==> config.mk <==
export PLATFORM = sky130hd
export DESIGN_NAME = at_command_init_sequencer
export DESIGN_NICKNAME = d
export VERILOG_FILES = /design/src/rtl/core/atcis_pkg.sv /design/src/rtl/core/atcis_front.sv /design/src/rtl/core/atcis_queue.sv /design/src/rtl/core/atcis_back.sv /design/src/rtl/core/at_command_init_sequencer.sv
export SDC_FILE = /design/constraint.sdc
export NUM_CORES = 1
export LEC_CHECK = 0
export ABC_AREA = 1
export BUFFER_PORTS_ARGS = -buffer_cell sky130_fd_sc_hd__clkbuf_2
export CORE_MARGIN = 2
export CORE_UTILIZATION = 60
export DETAILED_ROUTE_END_ITERATION = 10
export PLACE_DENSITY = 0.74
export SLEW_MARGIN = 20
export SYNTH_ARGS = -nofsm -noshare
export SYNTH_HDL_FRONTEND = slang
export SYNTH_SLANG_ARGS = --single-unit
==> constraint.sdc <==
create_clock -name clk_i -period 5.65 [get_ports clk_i]
set_input_delay 0.565 -clock clk_i [delete_from_list [all_inputs] [get_ports clk_i]]
set_output_delay 0.565 -clock clk_i [all_outputs]
set_load 0.02 [all_outputs]
==> src/rtl/core/atcis_pkg.sv <==
// shared types, constants and command rom for the at command init sequencer
package atcis_pkg;

  // command rom geometry
  localparam int COMMAND_ROM_DEPTH = 128;
  localparam int ROM_AW = $clog2(COMMAND_ROM_DEPTH);
  localparam int CMD_BYTES = 107;

  // longest command is 34 bytes
  localparam int CNT_W = 6;

  // queue between front and back
  localparam int QUEUE_DEPTH = 2;
  localparam int QPTR_W = (QUEUE_DEPTH > 1) ? $clog2(QUEUE_DEPTH) : 1;
  localparam int QCNT_W = $clog2(QUEUE_DEPTH + 1);

  // step codes
  localparam logic [2:0] STEP_IDLE     = 3'd0;
  localparam logic [2:0] STEP_FIRST    = 3'd1;
  localparam logic [2:0] STEP_LAST_CMD = 3'd5;
  localparam logic [2:0] STEP_FINAL    = 3'd6;
  localparam logic [2:0] STEP_DONE     = 3'd7;

  // reply characters
  localparam logic [7:0] CHAR_O  = 8'h4F;
  localparam logic [7:0] CHAR_K  = 8'h4B;
  localparam logic [7:0] CHAR_CR = 8'h0D;
  localparam logic [7:0] CHAR_LF = 8'h0A;

  // command strings, first byte in the top bits
  localparam logic [13*8-1:0] CMD_S1 = {"AT+CWMODE=3", CHAR_CR, CHAR_LF};
  localparam logic [34*8-1:0] CMD_S2 = {
    64'h4154_2B43_574A_4150, 64'h3D22_4D45_4348_4E49,
    64'h4748_5422_2C22_6633, 64'h3364_6261_636B_3522,
    16'h0D0A
  };
  localparam logic [26*8-1:0] CMD_S3 = {"AT+CIPSTA=\"192.168.1.56\"", CHAR_CR, CHAR_LF};
  localparam logic [13*8-1:0] CMD_S4 = {"AT+CIPMUX=1", CHAR_CR, CHAR_LF};
  localparam logic [21*8-1:0] CMD_S5 = {"AT+CIPSERVER=1,1336", CHAR_CR, CHAR_LF};
  localparam logic [CMD_BYTES*8-1:0] CMD_BLOB = {CMD_S1, CMD_S2, CMD_S3, CMD_S4, CMD_S5};

  // work handed from front to back
  typedef struct packed {
    logic       cmd_en;
    logic [2:0] cmd_sel;
    logic [7:0] echo_byte;
    logic       done;
  } job_t;

  typedef enum logic [1:0] {
    BK_START,
    BK_CMD,
    BK_ECHO
  } back_state_e;

  // rom byte, zero past the stored strings
  function automatic logic [7:0] cmd_rom_byte(logic [ROM_AW-1:0] addr);
    logic [7:0] b;
    b = 8'h00;
    if (int'(addr) < CMD_BYTES) begin
      b = CMD_BLOB[(CMD_BYTES - 1 - int'(addr)) * 8 +: 8];
    end
    return b;
  endfunction

  // first rom address of a command
  function automatic logic [ROM_AW-1:0] cmd_start(logic [2:0] sel);
    logic [ROM_AW-1:0] s;
    unique case (sel)
      3'd0:    s = ROM_AW'(0);
      3'd1:    s = ROM_AW'(13);
      3'd2:    s = ROM_AW'(47);
      3'd3:    s = ROM_AW'(73);
      3'd4:    s = ROM_AW'(86);
      default: s = ROM_AW'(0);
    endcase
    return s;
  endfunction

  // byte count of a command
  function automatic logic [CNT_W-1:0] cmd_len(logic [2:0] sel);
    logic [CNT_W-1:0] n;
    unique case (sel)
      3'd0:    n = CNT_W'(13);
      3'd1:    n = CNT_W'(34);
      3'd2:    n = CNT_W'(26);
      3'd3:    n = CNT_W'(13);
      3'd4:    n = CNT_W'(21);
      default: n = CNT_W'(1);
    endcase
    return n;
  endfunction

endpackage

==> src/rtl/core/atcis_front.sv <==
// front end: tracks step and reply window, turns each beat into a job
module atcis_front
  import atcis_pkg::*;
(
  input  logic       clk_i,
  input  logic       rst_ni,
  input  logic       in_valid_i,
  output logic       in_ready_o,
  input  logic       action_i,
  input  logic [7:0] rx_byte_i,
  input  logic       rx_error_i,
  input  logic       q_full_i,
  output logic       push_o,
  output job_t       job_o
);

  logic       active_q, active_d;
  logic [2:0] step_q, step_d;
  logic [7:0] hist_q [3];
  logic [7:0] hist_d [3];
  logic       accept;
  logic       matched;
  logic       in_range;

  assign in_ready_o = !q_full_i;
  assign accept     = in_valid_i && in_ready_o;
  assign in_range   = (step_q >= STEP_FIRST) && (step_q <= STEP_FINAL);
  assign matched    = (rx_byte_i == CHAR_LF) && (hist_q[0] == CHAR_CR) &&
                      (hist_q[1] == CHAR_K) && (hist_q[2] == CHAR_O);

  // classify the beat and update the sequencer state
  always_comb begin
    active_d   = active_q;
    step_d     = step_q;
    hist_d     = hist_q;
    push_o     = 1'b0;
    job_o      = '0;
    if (accept) begin
      priority if (action_i) begin
        active_d = 1'b1;
        step_d   = STEP_FIRST;
        hist_d   = '{8'h00, 8'h00, 8'h00};
      end else if (!rx_error_i && active_q) begin
        push_o          = 1'b1;
        job_o.echo_byte = rx_byte_i;
        if (in_range) begin
          if (matched) begin
            hist_d = '{8'h00, 8'h00, 8'h00};
            if (step_q <= STEP_LAST_CMD) begin
              job_o.cmd_en  = 1'b1;
              job_o.cmd_sel = step_q - STEP_FIRST;
              step_d        = step_q + 3'd1;
            end else begin
              step_d   = STEP_DONE;
              active_d = 1'b0;
            end
          end else begin
            hist_d[2] = hist_q[1];
            hist_d[1] = hist_q[0];
            hist_d[0] = rx_byte_i;
          end
        end
        job_o.done = (step_d == STEP_DONE);
      end else begin
        // error beat or byte while idle: dropped
        push_o = 1'b0;
      end
    end
  end

  always_ff @(posedge clk_i or negedge rst_ni) begin
    if (!rst_ni) begin
      active_q <= 1'b0;
      step_q   <= STEP_IDLE;
      hist_q   <= '{8'h00, 8'h00, 8'h00};
    end else begin
      active_q <= active_d;
      step_q   <= step_d;
      hist_q   <= hist_d;
    end
  end

endmodule

==> src/rtl/core/atcis_queue.sv <==
// short job queue between front and back
module atcis_queue
  import atcis_pkg::*;
(
  input  logic clk_i,
  input  logic rst_ni,
  input  logic push_i,
  input  job_t data_i,
  output logic full_o,
  input  logic pop_i,
  output logic valid_o,
  output job_t data_o
);

  job_t              mem_q [QUEUE_DEPTH];
  logic [QPTR_W-1:0] wr_ptr_q, rd_ptr_q;
  logic [QCNT_W-1:0] count_q;
  logic              do_push, do_pop;

  assign full_o  = (count_q == QCNT_W'(QUEUE_DEPTH));
  assign valid_o = (count_q != '0);
  assign data_o  = mem_q[rd_ptr_q];
  assign do_push = push_i && !full_o;
  assign do_pop  = pop_i && valid_o;

  function automatic logic [QPTR_W-1:0] ptr_inc(logic [QPTR_W-1:0] p);
    logic [QPTR_W-1:0] n;
    n = (p == QPTR_W'(QUEUE_DEPTH - 1)) ? '0 : p + QPTR_W'(1);
    return n;
  endfunction

  // storage
  always_ff @(posedge clk_i) begin
    if (do_push) begin
      mem_q[wr_ptr_q] <= data_i;
    end
  end

  // pointers and fill count
  always_ff @(posedge clk_i or negedge rst_ni) begin
    if (!rst_ni) begin
      wr_ptr_q <= '0;
      rd_ptr_q <= '0;
      count_q  <= '0;
    end else begin
      if (do_push) wr_ptr_q <= ptr_inc(wr_ptr_q);
      if (do_pop)  rd_ptr_q <= ptr_inc(rd_ptr_q);
      if (do_push && !do_pop) begin
        count_q <= count_q + QCNT_W'(1);
      end else if (do_pop && !do_push) begin
        count_q <= count_q - QCNT_W'(1);
      end
    end
  end

endmodule

==> src/rtl/core/atcis_back.sv <==
// back end: expands a job into command bytes and the echo byte
module atcis_back
  import atcis_pkg::*;
(
  input  logic       clk_i,
  input  logic       rst_ni,
  input  logic       job_valid_i,
  input  job_t       job_i,
  output logic       pop_o,
  output logic       out_valid_o,
  input  logic       out_ready_i,
  output logic [7:0] tx_byte_o,
  output logic       last_of_run_o,
  output logic       sequence_done_o
);

  back_state_e       state_q, state_d;
  logic [CNT_W-1:0]  cnt_q, cnt_d;
  logic              out_valid_q, out_valid_d;
  logic [7:0]        tx_byte_q, byte_d;
  logic              last_q, last_d;
  logic              done_q;
  logic              can_load;
  logic              emit;
  logic [ROM_AW-1:0] start;
  logic [CNT_W-1:0]  len;
  logic [7:0]        rom_byte;

  assign can_load = !out_valid_q || out_ready_i;
  assign start    = cmd_start(job_i.cmd_sel);
  assign len      = cmd_len(job_i.cmd_sel);
  assign rom_byte = cmd_rom_byte(start + ROM_AW'(cnt_q));

  // next state
  always_comb begin
    state_d = state_q;
    unique case (state_q)
      BK_START: begin
        if (job_valid_i && can_load && job_i.cmd_en) begin
          state_d = (len == CNT_W'(1)) ? BK_ECHO : BK_CMD;
        end
      end
      BK_CMD: begin
        if (can_load && (cnt_q == len - CNT_W'(1))) state_d = BK_ECHO;
      end
      BK_ECHO: begin
        if (can_load) state_d = BK_START;
      end
      default: state_d = BK_START;
    endcase
  end

  // outputs of the sequencer
  always_comb begin
    emit   = 1'b0;
    pop_o  = 1'b0;
    cnt_d  = cnt_q;
    byte_d = job_i.echo_byte;
    last_d = 1'b1;
    unique case (state_q)
      BK_START: begin
        if (job_valid_i && can_load) begin
          emit = 1'b1;
          if (job_i.cmd_en) begin
            byte_d = rom_byte;
            last_d = 1'b0;
            cnt_d  = CNT_W'(1);
          end else begin
            pop_o = 1'b1;
          end
        end
      end
      BK_CMD: begin
        if (can_load) begin
          emit   = 1'b1;
          byte_d = rom_byte;
          last_d = 1'b0;
          cnt_d  = cnt_q + CNT_W'(1);
        end
      end
      BK_ECHO: begin
        if (can_load) begin
          emit  = 1'b1;
          pop_o = 1'b1;
          cnt_d = '0;
        end
      end
      default: begin
        cnt_d = '0;
      end
    endcase
  end

  assign out_valid_d = emit || (out_valid_q && !out_ready_i);

  always_ff @(posedge clk_i or negedge rst_ni) begin
    if (!rst_ni) begin
      state_q     <= BK_START;
      cnt_q       <= '0;
      out_valid_q <= 1'b0;
    end else begin
      state_q     <= state_d;
      cnt_q       <= cnt_d;
      out_valid_q <= out_valid_d;
    end
  end

  // output beat register
  always_ff @(posedge clk_i) begin
    if (emit) begin
      tx_byte_q <= byte_d;
      last_q    <= last_d;
      done_q    <= job_i.done;
    end
  end

  assign out_valid_o     = out_valid_q;
  assign tx_byte_o       = tx_byte_q;
  assign last_of_run_o   = last_q;
  assign sequence_done_o = done_q;

  // a job leaves the queue only together with its echo beat
  a_pop_with_echo: assert property (@(posedge clk_i) disable iff (!rst_ni)
    pop_o |-> (emit && last_d))
    else $error("job popped without its echo beat");

  // the head job stays in place while its command runs
  a_cmd_has_job: assert property (@(posedge clk_i) disable iff (!rst_ni)
    (state_q == BK_CMD || state_q == BK_ECHO) |-> job_valid_i)
    else $error("command phase without a job at the queue head");

  // only command jobs reach the command phase
  a_cmd_is_cmd: assert property (@(posedge clk_i) disable iff (!rst_ni)
    (state_q == BK_CMD) |-> job_i.cmd_en)
    else $error("command phase for an echo-only job");

  // a held beat is not overwritten
  a_no_overwrite: assert property (@(posedge clk_i) disable iff (!rst_ni)
    (out_valid_q && !out_ready_i) |-> !emit)
    else $error("output beat overwritten while stalled");

endmodule

==> src/rtl/core/at_command_init_sequencer.sv <==
// top level of the at command init sequencer
//
// Input channel (in_valid_i/in_ready_o): one beat per received uart byte
// with its error flag, or a start action that arms the sequencer at step
// one. Output channel (out_valid_o/out_ready_i): transmit bytes, a fixed
// command string from the rom when the reply "OK\r\n" completes in steps
// one to five, then the echo of every good byte received while armed.
// last_of_run_o marks the final byte caused by one input beat.
// The first output byte of an input beat passes through the job queue and
// then the output beat register.
// Throughput: the front takes one beat per cycle while the two-entry job
// queue has room; the back emits one byte per cycle while the receiver is
// ready, through the single output beat register.
// Reset clears the step, the reply window, the queue and the output valid
// flag. When the receiver stalls, the output beat holds, the back stops,
// the queue fills and then in_ready_o drops.
module at_command_init_sequencer
  import atcis_pkg::*;
(
  input  logic       clk_i,
  input  logic       rst_ni,
  input  logic       in_valid_i,
  output logic       in_ready_o,
  input  logic       action_i,
  input  logic [7:0] rx_byte_i,
  input  logic       rx_error_i,
  output logic       out_valid_o,
  input  logic       out_ready_i,
  output logic [7:0] tx_byte_o,
  output logic       last_of_run_o,
  output logic       sequence_done_o
);

  logic q_full;
  logic push;
  job_t push_job;
  logic pop;
  logic head_valid;
  job_t head_job;

  atcis_front u_front (
    .clk_i      (clk_i),
    .rst_ni     (rst_ni),
    .in_valid_i (in_valid_i),
    .in_ready_o (in_ready_o),
    .action_i   (action_i),
    .rx_byte_i  (rx_byte_i),
    .rx_error_i (rx_error_i),
    .q_full_i   (q_full),
    .push_o     (push),
    .job_o      (push_job)
  );

  atcis_queue u_queue (
    .clk_i   (clk_i),
    .rst_ni  (rst_ni),
    .push_i  (push),
    .data_i  (push_job),
    .full_o  (q_full),
    .pop_i   (pop),
    .valid_o (head_valid),
    .data_o  (head_job)
  );

  atcis_back u_back (
    .clk_i           (clk_i),
    .rst_ni          (rst_ni),
    .job_valid_i     (head_valid),
    .job_i           (head_job),
    .pop_o           (pop),
    .out_valid_o     (out_valid_o),
    .out_ready_i     (out_ready_i),
    .tx_byte_o       (tx_byte_o),
    .last_of_run_o   (last_of_run_o),
    .sequence_done_o (sequence_done_o)
  );

endmodule

---- Word level (Yosys, flattened, before mapping) ----
Memories as Yosys holds them, arrays and structs flattened.
Cells that the tools add are included.
operators by class
  $add $sub $neg .......................... 10
  $lt $le $gt $ge ......................... 4
  eq/ne operators ......................... 21
  shift operators ......................... 1
  multiplexer cells ....................... 58
  reduce and logical (&&, ||, !) cells .... 36
operator list
  operator                                                      number
  indexed part select 856 x 32 -> 8 bit (first input constant)  1
  2-to-1 mux 24 bit                                             4
  2-to-1 mux 13 bit                                             3
  2-to-1 mux 8 bit                                              4
  case mux 7 bit (4 select lines)                               1
  2-to-1 mux 3 bit                                              8
  2-to-1 mux 6 bit                                              4
  case mux 6 bit (4 select lines)                               1
  2-to-1 mux 1 bit                                              18
  case mux 6 bit (3 select lines)                               1
  == test 8 x 4 -> 1 bit (second input constant)                2
  == test 8 x 7 -> 1 bit (second input constant)                2
  case mux 8 bit (2 select lines)                               1
  logical AND 1 bit                                             14
  2-to-1 mux 2 bit                                              6
  2-to-1 mux 4 bit                                              3
  != test 2 x 1 -> 1 bit (second input constant)                6
  nonzero test 2 bit                                            5
  subtractor 7 x 7 -> 8 bit (first input constant)              1
  adder 7 x 6 -> 7 bit                                          1
  < comparator 7 bit (second input constant)                    1
  adder 6 x 1 -> 6 bit (second input constant)                  1
  == test 3 x 2 -> 1 bit (second input constant)                2
  == test 3 bit (second input constant)                         2
  other kinds (25)                                              38
word-level totals
  flip-flop bits (word level) ............. 51
  bits in writable memories ............... 26
  memories ................................ 1
memory list
  name           depth  width  read ports  clocked after Yosys merged registers in  wr ports  RTL line           RTL
  u_queue.mem_q  2      13     1           0                                        1         atcis_queue.sv:15  job_t mem_q [QUEUE_DEPTH];

---- Logic depth before layout (Yosys ltp) ----
  depth in word-level cells ............... 13
  gate-level depth with buffers ........... 30
  mapped depth without buffers ............ 29

---- By module ----
A second synthesis with hierarchy kept.
unflattened totals
  cell total of the unflattened synthesis .. 827
  area, all modules ....................... 5968.2 um2
modules (own cells, without submodules)
  module       times used  cells an instance  area an instance (um2)
  atcis_back   1           513                2951.6
  atcis_front  1           215                1830.5
  atcis_queue  1           99                 1186.1

---- Least setup slack after synthesis ----
No wires, ideal clock.
  path kind ............................... register to register
  from .................................... reg u_queue.rd_ptr_q
  to ...................................... reg u_back.tx_byte_q[0] (netlist: u_back.tx_byte_o[0]), data pin
  data arrival time ....................... 3.095 ns
  data required time ...................... 5.393 ns
  setup slack ............................. 2.299 ns
  cell stages (with the launch flop) ...... 27
  period minus slack after synthesis ...... 3.351 ns
  cells stage by stage .................... dfrtp_1 -> buf_6 -> inv_8 -> nand2_1 -> nand2_2 -> nor2_1 -> nand2_1 -> nand2_1 -> inv_1 -> nand2_1 -> ha_1 -> fa_1 -> or2_1 -> nand2_1 -> inv_1 -> or2_1 -> nand2_1 -> nand2_2 -> nand2_2 -> xor2_2 -> inv_2 -> o21ai_1 -> nor2_1 -> o21ai_1 -> nand2_1 -> nand2_1 -> nand2_1
on the way
  cells in the longest elaborated chain, start to end .. 10
  elaborated cells on any way between the ends .. 15
ends and longest elaborated chain
  what                                         RTL line           RTL
  from (decl)                                  atcis_queue.sv:16  logic [QPTR_W-1:0] wr_ptr_q, rd_ptr_q;
  from (signal assigned)                       atcis_queue.sv:47  if (do_pop) rd_ptr_q <= ptr_inc(rd_ptr_q);
  memory read (2 x 13 bit) *                   -
  == test 3 bit, or another cell as far along  atcis_pkg.sv:69    unique case (sel)
  case mux 7 bit (4 select lines)              atcis_pkg.sv:69
  adder 7 x 6 -> 7 bit                         atcis_back.sv:32   assign rom_byte = cmd_rom_byte(start + ROM_AW'(cnt_q));
  subtractor 7 x 7 -> 8 bit                    atcis_pkg.sv:61    b = CMD_BLOB[(CMD_BYTES - 1 - int'(addr)) * 8 +: 8];
  indexed part select 856 x 32 -> 8 bit        atcis_pkg.sv:61
  2-to-1 mux 8 bit                             atcis_pkg.sv:60    if (int'(addr) < CMD_BYTES) begin
  2-to-1 mux 8 bit                             atcis_back.sv:64   if (job_i.cmd_en) begin
  2-to-1 mux 8 bit                             atcis_back.sv:62   if (job_valid_i && can_load) begin
  case mux 8 bit (2 select lines) *            atcis_back.sv:60   unique case (state_q)
  named net u_back.byte_d[0]                   atcis_back.sv:20   logic [7:0] tx_byte_q, byte_d;
  to (signal assigned)                         atcis_back.sv:111  tx_byte_q <= byte_d;
  to (decl)                                    atcis_back.sv:20
The timed path passes the listed nets; every way through them passes the cells marked *.
A chain may end at the register's enable or synchronous reset.

---- Worst setup path in the final report ----
  from .................................... reg u_queue.rd_ptr_q
  to ...................................... reg u_back.tx_byte_q[2] (netlist: u_back.tx_byte_o[2]), data pin
Same word-level chain as after synthesis.

==> impl_metrics.json <==
{
  "setup_violations": 0,
  "die_h_um": 100.4,
  "gp_congestion": 1.042,
  "finClkSkew_ps": 14.19,
  "netlist_instances": 767,
  "port_buffers": 25,
  "fp.coreArea_um2": 9109,
  "slew_violations": 0,
  "n_antenna_cell": 0,
  "slew_headroom": 0.2774,
  "rsz0062_at_grt": "false",
  "post-route-period-util": 0.8153,
  "seq_area_frac_synth": 0.3781,
  "timing.rr.start": "u_queue.rd_ptr_q$_DFFE_PN0P_",
  "cts.sinks": 77,
  "cp_max_fo": 23,
  "fillers": 834,
  "clock_latency_ps": 350,
  "ys_seq_elements": 77,
  "wl_um": 14640,
  "die_area_um2": 10080,
  "path_clk_slew_ps": 100,
  "layout.nets": 812,
  "hold_buffers": 0,
  "drt_first_pass_iters": 5,
  "cts_resized": 0,
  "cp-start-kind": "flop",
  "ys_types": 52,
  "syn_to_final_growth_pct": 6.354,
  "critPathArrivalTime_ps": 4710,
  "io_pins": 26,
  "die_x_um": 100.4,
  "utilization": 0.6507,
  "crit_path_start": "u_queue.rd_ptr_q$_DFFE_PN0P_",
  "grt_pass1_vias": 4991,
  "worstMarginPinSlew_ps": 1080,
  "grt_pass1_wl_um": 24180,
  "multi_input_area_um2": 2984,
  "tns_ps": 0,
  "cts_made_buffers": 9,
  "vias_per_cell": 5.795,
  "hold_path_class": "in2async",
  "clk_path_buf_depth": 2,
  "grt_overflow_total": 0,
  "period_needed_ps": 4607,
  "syn_avg_cell_area_um2": 7.266,
  "cts_root_buffer": "clkbuf_8",
  "synth_fp_nets": 799,
  "cts_tree": "yes",
  "drive_above_1_share": 0.1414,
  "num_vias": 5192,
  "async_reset_ff_frac": 0.5325,
  "ys.flop_type": "dfrtp_1",
  "layout_common_cells": "nand2_1 (237), inv_1 (76), nand3_1 (72)",
  "timing.fmax_mhz": 217.1,
  "seqCellArea_um2": 2107,
  "worstSetupPathType": "reg2reg",
  "ys_warn_count": 0,
  "drv_cap": 0,
  "synth_edf_count": 36,
  "post-cts-setup-buffers": 0,
  "grt.total_usage": 0.3057,
  "wl_per_cell_um": 16.33,
  "start_util": 0.6118,
  "finalHoldViolCount": 0,
  "layout_commonest_cell": "nand2_1",
  "required_ps": 5750,
  "hpwl_um": 10830,
  "htreeDepth": 3,
  "synthesis.area_um2": 5573,
  "antenna_found_initial": 0,
  "first_iter_violations": 462,
  "endpoint_kind": "flop",
  "detail-route-antenna-nets": 0,
  "rows": 35,
  "grt_max_degree": 42,
  "drc": 0,
  "status": "finished, final reports clean"
}
area by class of cell:
type | instances | share of cell area
Clock buffer | 9 | 0.02090
Clock inverter | 7 | 0.01478
Inverter | 88 | 0.05700
Multi-Input combinational cell | 576 | 0.5035
Sequential cell | 77 | 0.3555
Tap cell | 111 | 0.02343
Timing Repair Buffer | 28 | 0.02491
cells in the mapped netlist (2+ instances only):
library cell	count	area share
or2_2	5	0.0056
a21oi_1	24	0.022
nor4_1	2	0.0022
a211oi_1	2	0.0027
nor2_1	56	0.038
buf_2	8	0.0072
buf_6	2	0.0040
nand2_4	4	0.0081
xnor2_1	4	0.0063
o21bai_1	4	0.0054
xor2_1	2	0.0031
inv_1	76	0.051
o21ai_2	2	0.0031
edfxtp_1	36	0.19
dfrtp_1	41	0.18
nor2_2	7	0.0079
nand3_2	4	0.0072
ha_1	17	0.038
nand3_1	72	0.065
inv_2	10	0.0067
o21ai_1	11	0.0099
nand4_1	14	0.016
o31ai_1	9	0.012
nand3_4	2	0.0063
buf_4	4	0.0054
a31oi_1	2	0.0022
or2_1	2	0.0022
o21ai_0	35	0.031
nor3_1	9	0.0081
nand2_1	237	0.16
a22oi_1	3	0.0040
clkbuf_1	10	0.0067
o211ai_1	9	0.012
a21oi_2	6	0.0094
nand2_2	19	0.021
flip-flops by register name (all words and copies together) (netlist names):
signal,count
u_queue.mem_q,26
u_front.hist_q,24
u_back.tx_byte_o,8
u_back.cnt_q,6
u_front.step_q,3
u_back.state_q,2
u_queue.count_q,2
u_back.last_of_run_o,1
u_back.out_valid_o,1
u_back.sequence_done_o,1
u_front.active_q,1
u_queue.rd_ptr_q,1
u_queue.wr_ptr_q,1
per-stage QoR:
step | std cells | worst slack, ps | cell area (um^2) | hold slack (ps)
3_5_place_dp | 880 | 1135 | 5710 | 469.6
5_1_grt | 896 | 625.0 | 5927 | 406.8
6_report | 896 | 1043 | 5927 | 348.1
3_3_place_gp | 880 | 1194 | 5710 | 465.4
4_1_cts | 896 | 1121 | 5922 | 398.7
2_1_floorplan | 767 | 2299 | 5573 | 269.4
layer usage:
layer | GRT usage | vias to the layer above | wire length, um | part of all wire
li1 | - | 2554 | - | -
met1 | 0.4088 | 2362 | 6160 | 0.42
met2 | 0.4941 | 243 | 6905 | 0.47
met3 | 0.05989 | 33 | 1149 | 0.079
met4 | 0.1159 | 0 | 420 | 0.029
met5 | 0 | - | 0 | 0
final timing paths:
| path | end | slack, ps | depth (start not counted) |
|---|---|---|---|
| max in group asynchronous | u_front.hist_q[9]$_DFFE_PN0P_ | 4710 | 1 |
| worst max register to register | u_back.tx_byte_o[2]$_DFFE_PP_ | 1040 | 23 |
| worst min-delay path | u_front.step_q[1]$_DFFE_PN0P_ | 350 | 1 |
| worst min register to register | u_front.hist_q[4]$_DFFE_PN0P_ | 490 | 2 |
| min in group clk_i | u_front.hist_q[22]$_DFFE_PN0P_ | 480 | 3 |
| worst max-delay path | u_back.tx_byte_o[2]$_DFFE_PP_ | 1040 | 23 |
logic make-up (layout without fill, tap and decap cells):
logic type               Yosys count  in the layout  share of synthesized area
AND/OR/NAND/NOR                  439            439                     0.3559
buffers and inverters            114            132                    0.08734
AO/OA/AOI/OAI                    111            111                     0.1197
flip-flops                        77             77                     0.3781
adder cells (fa/ha/maj)           18             18                    0.04176
XOR/XNOR                           8              8                    0.01729
worst max-delay path, stage by stage (launching register included):
cell and delay [ps]:
dfrtp_1 740, nand2_1 160, nand2_2 130, nor2_1 50
nand2_1 80, nand2_1 90, inv_1 100, nand2_1 90
ha_1 210, fa_1 400, or2_1 240, nand2_1 90
inv_1 50, or2_1 240, nand2_1 90, nand2_2 70
nand2_2 400, inv_2 270, nor2_1 380, a21oi_1 150
nand3_1 90, nand2_1 90, nand2_1 80, nand2_1 60
Power is not shown: default switching activity piles up to over one toggle a cycle in this logic, so the estimate is an artifact.
